File: src/cme_pkg.sv
// ----------------------------------------------------------------------------
// cme_pkg
// Shared types, constants and the letter pattern table for the Morse encoder.
// ----------------------------------------------------------------------------
`default_nettype none

package cme_pkg;

  // output symbol codes
  typedef enum logic [1:0] {
    SYM_DOT   = 2'd0,
    SYM_DASH  = 2'd1,
    SYM_SPACE = 2'd2,
    SYM_SLASH = 2'd3
  } symbol_t;

  // most symbols one character can cause
  localparam int MAX_SYMS        = 6;
  localparam int CNT_W           = $clog2(MAX_SYMS + 1);
  localparam int SYMS_W          = 2 * MAX_SYMS;
  localparam int PAT_MAX         = 5;
  localparam int FIFO_DEPTH_DEF  = 2;

  // character codes
  localparam logic [15:0] CH_SPACE     = 16'h0020;
  localparam logic [15:0] CH_YO_UPPER  = 16'h0401;
  localparam logic [15:0] CH_YO_LOWER  = 16'h0451;
  localparam logic [15:0] CH_LETTER_LO = 16'h0410;
  localparam logic [15:0] CH_LETTER_HI = 16'h044F;

  // one queued request: symbols in order from the low bits, and their number
  typedef struct packed {
    logic [CNT_W-1:0]  count;
    logic [SYMS_W-1:0] syms;
  } job_t;

  // letter pattern: length and one bit per symbol, set for a dash
  typedef struct packed {
    logic [2:0]         len;
    logic [PAT_MAX-1:0] dashes;
  } pattern_t;

  // patterns for U+0410..U+042F, bit 0 is the first symbol
  function automatic pattern_t letter_pattern(input logic [4:0] idx);
    pattern_t p;
    case (idx)
      5'd0:    p = '{len: 3'd2, dashes: 5'b00010};
      5'd1:    p = '{len: 3'd4, dashes: 5'b00001};
      5'd2:    p = '{len: 3'd3, dashes: 5'b00110};
      5'd3:    p = '{len: 3'd3, dashes: 5'b00011};
      5'd4:    p = '{len: 3'd3, dashes: 5'b00001};
      5'd5:    p = '{len: 3'd1, dashes: 5'b00000};
      5'd6:    p = '{len: 3'd4, dashes: 5'b01000};
      5'd7:    p = '{len: 3'd4, dashes: 5'b00011};
      5'd8:    p = '{len: 3'd2, dashes: 5'b00000};
      5'd9:    p = '{len: 3'd4, dashes: 5'b01110};
      5'd10:   p = '{len: 3'd3, dashes: 5'b00101};
      5'd11:   p = '{len: 3'd4, dashes: 5'b00010};
      5'd12:   p = '{len: 3'd2, dashes: 5'b00011};
      5'd13:   p = '{len: 3'd2, dashes: 5'b00001};
      5'd14:   p = '{len: 3'd3, dashes: 5'b00111};
      5'd15:   p = '{len: 3'd4, dashes: 5'b00110};
      5'd16:   p = '{len: 3'd3, dashes: 5'b00010};
      5'd17:   p = '{len: 3'd3, dashes: 5'b00000};
      5'd18:   p = '{len: 3'd1, dashes: 5'b00001};
      5'd19:   p = '{len: 3'd3, dashes: 5'b00100};
      5'd20:   p = '{len: 3'd4, dashes: 5'b00100};
      5'd21:   p = '{len: 3'd4, dashes: 5'b00000};
      5'd22:   p = '{len: 3'd4, dashes: 5'b00101};
      5'd23:   p = '{len: 3'd4, dashes: 5'b00111};
      5'd24:   p = '{len: 3'd4, dashes: 5'b01111};
      5'd25:   p = '{len: 3'd4, dashes: 5'b01011};
      5'd26:   p = '{len: 3'd5, dashes: 5'b11011};
      5'd27:   p = '{len: 3'd4, dashes: 5'b01101};
      5'd28:   p = '{len: 3'd4, dashes: 5'b01001};
      5'd29:   p = '{len: 3'd5, dashes: 5'b00100};
      5'd30:   p = '{len: 3'd4, dashes: 5'b01100};
      5'd31:   p = '{len: 3'd4, dashes: 5'b01010};
      default: p = '{len: 3'd1, dashes: 5'b00000};
    endcase
    return p;
  endfunction

endpackage

`default_nettype wire

File: src/cyrillic_morse_encoder.sv
// ----------------------------------------------------------------------------
// cyrillic_morse_encoder
// Russian Morse encoder: UTF-16 characters in, dot/dash/space/slash out.
// ----------------------------------------------------------------------------
// Each request on the input is one UTF-16 code unit; a Cyrillic letter (either
// case, YO included) becomes its dots and dashes, preceded by a space symbol
// when the message already has symbols and the last thing sent was not a word
// gap; a space character after symbols becomes space, slash, space once per
// run of spaces; anything else sends nothing, and message_start clears the
// message state first. The output carries one symbol per cycle while
// out_ready allows, with last marking the final symbol of a character, so a
// character yields 0 to 6 symbols from the back-end serializer. The front
// end classifies one character per cycle and hands requests through a
// FIFO_DEPTH-entry queue, so input is taken every cycle while it has room.
// ----------------------------------------------------------------------------
`default_nettype none

module cyrillic_morse_encoder #(
  parameter int FIFO_DEPTH = cme_pkg::FIFO_DEPTH_DEF
) (
  input  wire logic        clk,
  input  wire logic        rst,
  input  wire logic        in_valid,
  output logic             in_ready,
  input  wire logic [15:0] char_code,
  input  wire logic        message_start,
  output logic             out_valid,
  input  wire logic        out_ready,
  output logic [1:0]       symbol,
  output logic             last
);
  import cme_pkg::*;

  logic push, full, pop, not_empty;
  job_t push_data, head;

  // front end: classify and build requests
  cme_front u_front (
    .clk           (clk),
    .rst           (rst),
    .in_valid      (in_valid),
    .in_ready      (in_ready),
    .char_code     (char_code),
    .message_start (message_start),
    .full          (full),
    .push          (push),
    .push_data     (push_data)
  );

  // request queue
  cme_fifo #(
    .DEPTH (FIFO_DEPTH)
  ) u_fifo (
    .clk       (clk),
    .rst       (rst),
    .push      (push),
    .push_data (push_data),
    .full      (full),
    .pop       (pop),
    .head      (head),
    .not_empty (not_empty)
  );

  // back end: symbol serializer
  cme_back u_back (
    .clk       (clk),
    .rst       (rst),
    .head      (head),
    .not_empty (not_empty),
    .pop       (pop),
    .out_valid (out_valid),
    .out_ready (out_ready),
    .symbol    (symbol),
    .last      (last)
  );

endmodule

`default_nettype wire

File: src/cme_front.sv
// ----------------------------------------------------------------------------
// cme_front
// Accepts characters, tracks message state and queues the symbols to send.
// ----------------------------------------------------------------------------
`default_nettype none

module cme_front (
  input  wire logic           clk,
  input  wire logic           rst,
  input  wire logic           in_valid,
  output logic                in_ready,
  input  wire logic [15:0]    char_code,
  input  wire logic           message_start,
  input  wire logic           full,
  output logic                push,
  output cme_pkg::job_t       push_data
);
  import cme_pkg::*;

  logic           has_output, has_output_next;
  logic           gap_just_sent, gap_just_sent_next;
  logic           eff_has, eff_gap, lead_space;
  logic           is_space, is_letter, is_yo;
  pattern_t       pat;
  logic [2*PAT_MAX-1:0] pat_syms;
  logic           accept;

  assign in_ready = !full;
  assign accept   = in_valid && in_ready;

  // classify the character
  always_comb begin
    is_space  = (char_code == CH_SPACE);
    is_yo     = (char_code == CH_YO_UPPER) || (char_code == CH_YO_LOWER);
    is_letter = (char_code >= CH_LETTER_LO) && (char_code <= CH_LETTER_HI);
    pat       = is_yo ? letter_pattern(5'd5) : letter_pattern(char_code[4:0] ^ 5'h10);
    for (int i = 0; i < PAT_MAX; i++) begin
      pat_syms[2*i +: 2] = pat.dashes[i] ? SYM_DASH : SYM_DOT;
    end
  end

  // state after an optional message start, and the request to queue
  always_comb begin
    eff_has            = has_output && !message_start;
    eff_gap            = gap_just_sent && !message_start;
    lead_space         = eff_has && !eff_gap;
    has_output_next    = eff_has;
    gap_just_sent_next = eff_gap;
    push_data.syms     = '0;
    push_data.count    = '0;
    if (is_space) begin
      if (lead_space) begin
        push_data.syms     = {{(SYMS_W-6){1'b0}}, SYM_SPACE, SYM_SLASH, SYM_SPACE};
        push_data.count    = CNT_W'(3);
        gap_just_sent_next = 1'b1;
      end
    end else if (is_letter || is_yo) begin
      has_output_next    = 1'b1;
      gap_just_sent_next = 1'b0;
      if (lead_space) begin
        push_data.syms  = {pat_syms, SYM_SPACE};
        push_data.count = CNT_W'(pat.len) + CNT_W'(1);
      end else begin
        push_data.syms  = {2'b00, pat_syms};
        push_data.count = CNT_W'(pat.len);
      end
    end
    push = accept && (push_data.count != '0);
  end

  // message state
  always_ff @(posedge clk) begin
    if (rst) begin
      has_output    <= 1'b0;
      gap_just_sent <= 1'b0;
    end else if (accept) begin
      has_output    <= has_output_next;
      gap_just_sent <= gap_just_sent_next;
    end
  end

endmodule

`default_nettype wire

File: src/cme_fifo.sv
// ----------------------------------------------------------------------------
// cme_fifo
// Short request queue between the front and back parts.
// ----------------------------------------------------------------------------
`default_nettype none

module cme_fifo #(
  parameter int DEPTH = cme_pkg::FIFO_DEPTH_DEF
) (
  input  wire logic          clk,
  input  wire logic          rst,
  input  wire logic          push,
  input  wire cme_pkg::job_t push_data,
  output logic               full,
  input  wire logic          pop,
  output cme_pkg::job_t      head,
  output logic               not_empty
);
  import cme_pkg::*;

  localparam int PTR_W = (DEPTH > 1) ? $clog2(DEPTH) : 1;
  localparam int QCNT_W = $clog2(DEPTH + 1);

  job_t              entries [DEPTH];
  logic [PTR_W-1:0]  wr_ptr, rd_ptr;
  logic [QCNT_W-1:0] fill;

  assign full      = (fill == QCNT_W'(DEPTH));
  assign not_empty = (fill != '0);
  assign head      = entries[rd_ptr];

  // pointers and fill count
  always_ff @(posedge clk) begin
    if (rst) begin
      wr_ptr <= '0;
      rd_ptr <= '0;
      fill   <= '0;
    end else begin
      if (push) begin
        wr_ptr <= (wr_ptr == PTR_W'(DEPTH - 1)) ? '0 : wr_ptr + PTR_W'(1);
      end
      if (pop) begin
        rd_ptr <= (rd_ptr == PTR_W'(DEPTH - 1)) ? '0 : rd_ptr + PTR_W'(1);
      end
      if (push && !pop) begin
        fill <= fill + QCNT_W'(1);
      end else if (pop && !push) begin
        fill <= fill - QCNT_W'(1);
      end
    end
  end

  // storage
  always_ff @(posedge clk) begin
    if (push) begin
      entries[wr_ptr] <= push_data;
    end
  end

`ifndef SYNTHESIS
  a_no_overflow: assert property (@(posedge clk) disable iff (rst) push |-> !full)
    else $error("push into full queue");
  a_no_underflow: assert property (@(posedge clk) disable iff (rst) pop |-> not_empty)
    else $error("pop from empty queue");
  a_fill_range: assert property (@(posedge clk) disable iff (rst) fill <= QCNT_W'(DEPTH))
    else $error("queue fill count out of range");
`endif

endmodule

`default_nettype wire

File: src/cme_back.sv
// ----------------------------------------------------------------------------
// cme_back
// Takes queued requests and sends their symbols one per cycle while out_ready allows.
// ----------------------------------------------------------------------------
`default_nettype none

module cme_back (
  input  wire logic          clk,
  input  wire logic          rst,
  input  wire cme_pkg::job_t head,
  input  wire logic          not_empty,
  output logic               pop,
  output logic               out_valid,
  input  wire logic          out_ready,
  output logic [1:0]         symbol,
  output logic               last
);
  import cme_pkg::*;

  logic [CNT_W-1:0]  rem;
  logic [SYMS_W-1:0] syms;
  logic              advance;

  assign advance = !out_valid || out_ready;
  assign pop     = advance && (rem == '0) && not_empty;

  // output valid and symbols left in the current request
  always_ff @(posedge clk) begin
    if (rst) begin
      out_valid <= 1'b0;
      rem       <= '0;
    end else if (advance) begin
      if (rem != '0) begin
        out_valid <= 1'b1;
        rem       <= rem - CNT_W'(1);
      end else if (not_empty) begin
        out_valid <= 1'b1;
        rem       <= head.count - CNT_W'(1);
      end else begin
        out_valid <= 1'b0;
      end
    end
  end

  // symbol shifter and output register
  always_ff @(posedge clk) begin
    if (advance) begin
      if (rem != '0) begin
        symbol <= syms[1:0];
        last   <= (rem == CNT_W'(1));
        syms   <= syms >> 2;
      end else if (not_empty) begin
        symbol <= head.syms[1:0];
        last   <= (head.count == CNT_W'(1));
        syms   <= head.syms >> 2;
      end
    end
  end

`ifndef SYNTHESIS
  a_rem_range: assert property (@(posedge clk) disable iff (rst) rem < CNT_W'(MAX_SYMS))
    else $error("remaining symbol count out of range");
  a_no_empty_request: assert property (@(posedge clk) disable iff (rst)
    pop |-> head.count != '0)
    else $error("empty request in queue");
  a_last_on_final: assert property (@(posedge clk) disable iff (rst)
    advance && rem == CNT_W'(1) |=> out_valid && last)
    else $error("final symbol not marked last");
`endif

endmodule

`default_nettype wire
File: config.mk
export PLATFORM = sky130hd
export DESIGN_NAME = cyrillic_morse_encoder
export DESIGN_NICKNAME = d
export VERILOG_FILES = /design/src/cme_pkg.sv /design/src/cyrillic_morse_encoder.sv /design/src/cme_front.sv /design/src/cme_fifo.sv /design/src/cme_back.sv
export SDC_FILE = /design/constraint.sdc
export NUM_CORES = 1
export LEC_CHECK = 0
export ABC_AREA = 0
export BUFFER_PORTS_ARGS = -buffer_cell sky130_fd_sc_hd__buf_2
export CELL_PAD_IN_SITES_DETAIL_PLACEMENT = 1
export CELL_PAD_IN_SITES_GLOBAL_PLACEMENT = 1
export CORE_MARGIN = 3
export CORE_UTILIZATION = 50
export CTS_BUF_LIST = sky130_fd_sc_hd__clkbuf_8
export CTS_CLUSTER_DIAMETER = 120
export DETAILED_ROUTE_END_ITERATION = 6
export GPL_TIMING_DRIVEN = 0
export PLACE_DENSITY_LB_ADDON = 0.1
export SETUP_SLACK_MARGIN = 0.05
export SLEW_MARGIN = 20
export SYNTH_ARGS = -nofsm -noshare
export SYNTH_HDL_FRONTEND = slang
export SYNTH_SLANG_ARGS = --single-unit
File: constraint.sdc
create_clock -name clk -period 12.4 [get_ports clk]
set_input_delay 2.48 -clock clk [delete_from_list [all_inputs] [get_ports clk]]
set_output_delay 2.48 -clock clk [all_outputs]
set_load 0.05 [all_outputs]
==> flow_summary.toml, run 1 <==
[cells_and_area]
nFillCells = 600
regArea_mm2 = 0.00118
antenna_cells = 0
nNetsFinal = 347
area_growth_pct = 12.0
drive_gt1_share_pct = 16.9
multi_input_area_mm2 = 0.00145

[routing]
post-route-drc-count = 0
drtIter0Drc = 117
drt-total-wl_um = 6210
via_count = 2202
via_per_inst = 5.75
drtAntennaViolNets = 0
dr.pass1.iters = 4
wl_per_cell_um = 16.2

[clock_tree]
cts_hold_buffers = 0
cts_made_buffers = 5
clk_transition_reported_paths_ns = 0.09
cts_root_buf = "clkbuf_8"
cts_max_level = 2
ctsResizeCount = 0
clock_latency_ns = 0.29
cts_setup_buffers = 0
clockBufferDepth = 2
tritoncts = "built"
clock-sinks = 43

[floorplan]
die_area_mm2 = 0.00635
io_pins = 26
die-width_um = 79.7
start_util_pct = 52.5
dieHeight_um = 79.7
core_area_mm2 = 0.00517
rows = 26

[timing]
final.min_clock_period_ns = 6.04
holdWs_ns = 0.498
rsz0062_at_grt = "no"
clock_skew_ns = 0.0125
slew_headroom_pct = 51.5
hold_viol_final = 0
period_share_pct = 48.7
worst_slew_pin_slew_ns = 0.727
setup_violations = 0
max_freq_mhz = 166
drv_slew = 0
tns_ns = 0

[setup_path]
crit_chain = "buf_2 -> buf_2 -> inv_1 -> ha_1 -> or3b_1 -> nor3_1 -> nand2_1 -> nand2_1 -> ha_1 -> nand2_1 -> nor4_1 -> a311oi_1 -> o311a_2 -> a21oi_1 -> ha_1 -> or3_1 -> a21oi_1"
path_max_fanout = 8
crit_path_top_delay_cell = "or3b_1"
worstPathRequired_ns = 12.61
crit_path_end_kind = "register"
arrival_ns = 6.25
crit_path_start_kind = "input pin"
crit_start = "char_code[1]"
critPathKind = "input pin to register"
reg2reg_from = "u_front.has_output"
slowest_delay_ns = 0.41

[placement]
hpwl_um = 4920
gp_routability_congestion = 0.836
io_buffer_count = 25

[hold_path]
min-delay-start = "u_fifo.rd_ptr"
hp-class = "register to register"

[yosys]
synth_top_area_share_pct = 35.4
ys_seq_area_share_pct = 43.5
yosys.area.top_type = "edfxtp_1"
synth_fp_nets = 313
synth_cells = 278
synth-edff-count = 32
synthFlopType = "edfxtp_1"
synthArstFlopShare_pct = 0
avgSynthCellArea_um2 = 9.77
ys_seq_elements = 43
syn_area_mm2 = 0.00272
synth_warnings = 0
synthDistinctLibCells = 56
netlist_top_cells_area = "edfxtp_1 (35%), dfxtp_1 (8.1%), ha_1 (6.5%)"

[global_route]
grt_max_degree = 16
grt_pass1_vias = 2291
grt_pass1_wl_um = 10800
antenna_found_initial = 0
grt_overflow = 0
grt.total_usage_pct = 21.5

[run_status]
status = "finished, final reports clean"

[job]
max-cap-violations = 0

[pwr]
static-leakage-power_nw = 1.13
peakVddDrop_v = 0.0000643
power.density_mw_per_mm2 = 139
[state kept, by name (all words and copies together), names as in the netlist, named ones only]
signal / cells
u_back.syms: 7
u_back.rem: 3
u_fifo.entries: 22
u_fifo.fill: 2
u_back.out_valid: 1
u_back.last: 1
u_fifo.rd_ptr: 1
u_front.gap_just_sent: 1
u_fifo.wr_ptr: 1
u_front.has_output: 1
u_back.symbol: 2
[placed cells by master (no fill, tap or decap), types with 5 or more instances in the layout]
cell      synthesis  routed
o21ai_0          13      13
nand2_1          30      30
a211oi_1          7       5
nor2b_1           5       5
nor2_1           24      24
ha_1             14      14
clkbuf_8          0       5
a21oi_1          14      13
nand2b_1         10      10
dfxtp_1          11      11
inv_1            11      12
mux2i_1          12      12
or3_1             5       5
xor2_1            5       5
a31oi_1           7       7
clkbuf_1          6       6
nand3_1           5       5
buf_2             4      29
edfxtp_1         32      32
[worst paths after layout]
path | slack, ns | cells after the start | to
min reg2reg | 0.50 | 2 | register
min | 0.50 | 2 | register
max reg2reg | 9.62 | 8 | u_fifo.fill[1]
max | 6.36 | 17 | u_fifo.fill[1]
[worst max-delay path, delay by kind of cell]
| family | cells | cell delay (ns) |
|---|---|---|
| compound gates | 4 | 0.89 |
| fa+ha+maj | 3 | 0.87 |
| buf+inv | 3 | 0.49 |
| simple gates | 7 | 1.51 |
[power breakdown]
| part | switching, W | internal [W] |
|---|---|---|
| registers | 0.00000826 | 0.000187 |
| logic | 0.0000985 | 0.0000449 |
| clock network | 0.0000461 | 0.0000386 |
| total | 0.000153 | 0.000270 |
[cell usage after synthesis, drive strengths merged, types with 3 or more instances]
master,instances
nand3,5
nand4,3
or3,5
nand2b,10
clkbuf,7
and3,4
a31oi,7
a211oi,7
a311oi,4
buf,6
nor3,4
nor2b,5
xnor2,3
edfxtp,32
xor2,5
nor4,5
ha,14
mux2i,12
nand2,31
nor3b,3
a211o,3
and2,3
o21ai,15
dfxtp,11
a21oi,14
nor2,24
inv,11
[per-stage QoR]
stage	power, W	util (%)	area (µm²)	worst slack, ns	instances
after floorplan	0.000302	-	2720	6.57	278
after global placement	0.000334	56.6	2930	5.67	373
after detailed placement	0.000343	57.2	2960	6.10	375
after global routing	0.000452	58.8	3040	6.08	383
final	0.000423	58.8	3040	6.36	383
after CTS	0.000428	58.8	3040	6.38	383
[layer usage]
layer	share of wire (%)	track usage, %	up-vias
met5	0	0	-
met4	0.85	5.50	0
met3	2.7	3.16	6
met2	52	39.0	39
met1	45	26.5	1058
li1	-	-	1099
[final cells by class]
type	count	share of cell area, %
Buffer	13	2.02
Clock buffer	5	2.26
Tap cell	70	2.88
Inverter	11	1.36
Clock inverter	3	0.535
Multi-Input combinational cell	211	47.5
Timing Repair Buffer	27	4.61
Sequential cell	43	38.8
[cells by family (layout without fill, tap and decap cells)]
logic type,after synthesis,in the layout,synth area share (%)
muxes,14,14,5.67
adders and majority gates,14,14,6.45
buffers and inverters,24,59,3.78
xor gates and xnor gates,8,8,2.58
AOI/OAI and AO/OA,67,67,16.4
and+or+nand+nor,108,108,21.6
DFF,43,43,43.5
(Power assumes the default switching activity.)
==> run 2: changes to the inputs <==
CORE_UTILIZATION = 48   (was 50)
clock period = 6.1 ns   (was 12.4 ns; I/O delays follow)
==> run 2 against run 1 <==
Effect of this change:
- flip-flop and latch count is the same
- worst setup slack lost 5.0 ns
- design area shrank 0.12%
- clock skew shrank 0.0062 ns
- largest cell class unchanged
- largest power group unchanged
==> flow_summary.toml, run 2 (synthesized netlist as in run 1, its figures left out) <==
[floorplan]
dieHeight_um = 81.2
rows = 26
die-width_um = 81.2
die_area_mm2 = 0.00660
core_area_mm2 = 0.00530
start_util_pct = 51.2
io_pins = 26

[clock_tree]
clock-sinks = 43
cts_setup_buffers = 0
ctsResizeCount = 0
tritoncts = "built"
cts_made_buffers = 5
clk_transition_reported_paths_ns = 0.08
cts_max_level = 2
cts_root_buf = "clkbuf_8"
cts_hold_buffers = 0
clockBufferDepth = 2
clock_latency_ns = 0.29

[timing]
period_share_pct = 78.4
holdWs_ns = 0.527
max_freq_mhz = 209
rsz0062_at_grt = "no"
setup_violations = 0
drv_slew = 0
final.min_clock_period_ns = 4.78
clock_skew_ns = 0.00638
slew_headroom_pct = 46.4
setup_slack_ns = 1.32
worst_slew_pin_slew_ns = 0.803
hold_viol_final = 0
tns_ns = 0

[routing]
via_count = 2157
drtIter0Drc = 113
drtAntennaViolNets = 0
via_per_inst = 5.63
wl_per_cell_um = 16.1
dr.pass1.iters = 4
drt-total-wl_um = 6170
post-route-drc-count = 0

[setup_path]
crit_start = "char_code[1]"
crit_chain = "buf_2 -> buf_2 -> inv_1 -> ha_1 -> or3b_1 -> nor3_1 -> a211oi_1 -> ha_1 -> nand2_1 -> nor4_1 -> a311oi_1 -> o311a_2 -> a21oi_1 -> ha_1 -> or3_1 -> a21oi_1"
crit_path_end_kind = "register"
arrival_ns = 5.01
path_max_fanout = 8
crit_path_top_delay_cell = "or3b_1"
worstPathRequired_ns = 6.32
reg2reg_from = "u_front.has_output"
critPathKind = "input pin to register"
slowest_delay_ns = 0.41
crit_path_frequent_cell = "ha_1"
rrSetupSlack_ns = 3.35
crit_path_start_kind = "input pin"

[global_route]
grt_pass1_vias = 2139
grt_overflow = 0
grt_pass1_wl_um = 10100
grt.total_usage_pct = 20.1
antenna_found_initial = 0
grt_max_degree = 16

[placement]
postPlaceCellArea_mm2 = 0.00296
pre_cts_slack_ns = 1.06
io_buffer_count = 25
gp_routability_congestion = 0.788
hpwl_um = 4900

[cells_and_area]
nNetsFinal = 347
fin_area_mm2 = 0.00304
largestRegisters = "u_fifo.entries x22, u_back.syms x7, u_back.rem x3"
area_growth_pct = 11.9
antenna_cells = 0
largest_reg_flops = 22
drive_gt1_share_pct = 16.6
mostFrequentLayoutCells = "edfxtp_1 (32), nand2_1 (30), buf_2 (29)"
top_register = "u_fifo.entries"
nFillCells = 613
layout_commonest_cell = "edfxtp_1"

[hold_path]
hp-class = "register to register"
min-delay-start = "u_fifo.rd_ptr"

[job]
max-cap-violations = 0

[pwr]
power.density_mw_per_mm2 = 284
p_total_w = 0.000863
peakVddDrop_v = 0.000167
static-leakage-power_nw = 1.13

[run_status]
status = "finished, final reports clean"
==> run 2: cell count changes in the layout (fill, tap and decap cells not counted) <==
cell / before / now
clkinv_1: 0 / 1
clkinvlp_4: 1 / 0
==> run 2: final cells by class <==
class | count | area [µm²] | area share (%)
buffer | 13 | 61.3 | 2.02
clock buffer | 5 | 68.8 | 2.27
clock inverter | 3 | 12.5 | 0.412
inverter | 11 | 41.3 | 1.36
multi-input combinational | 211 | 1450 | 47.6
sequential | 43 | 1180 | 38.9
tap | 70 | 87.6 | 2.88
timing repair buffer | 27 | 140 | 4.61
==> run 2: final timing paths <==
| kind | end | depth (start not counted) |
|---|---|---|
| max reg2reg | u_fifo.fill[1] | 8 |
| min | register | 2 |
| min reg2reg | register | 2 |
| max | u_fifo.fill[1] | 16 |
==> run 2: layer usage <==
metal	routed length, µm	track usage, %	up-vias
met4	87	6.08	0
met5	0	0	-
met2	3150	35.6	28
met1	2790	25.2	1025
li1	-	-	1096
met3	143	2.77	8
==> run 2: per-stage QoR <==
| step | util (%) | std cells |
|---|---|---|
| finish | 57.3 | 383 |
| detailed placement | 55.8 | 375 |
| CTS | 57.3 | 383 |
| global route | 57.3 | 383 |
| global placement | 55.2 | 373 |
| floorplan | - | 278 |
==> run 2: power breakdown <==
group          internal (W)  switching [W]  total (W)
registers          0.000380      0.0000183   0.000398
logic             0.0000907       0.000205   0.000296
clock network     0.0000771      0.0000927   0.000170
total              0.000547       0.000316   0.000863
==> run 2: critical path, delay by kind of cell <==
kind | cells | cell delay (ns)
buf+inv | 3 | 0.48
fa+ha+maj | 3 | 0.97
compound gates | 5 | 1.11
simple gates | 5 | 1.21
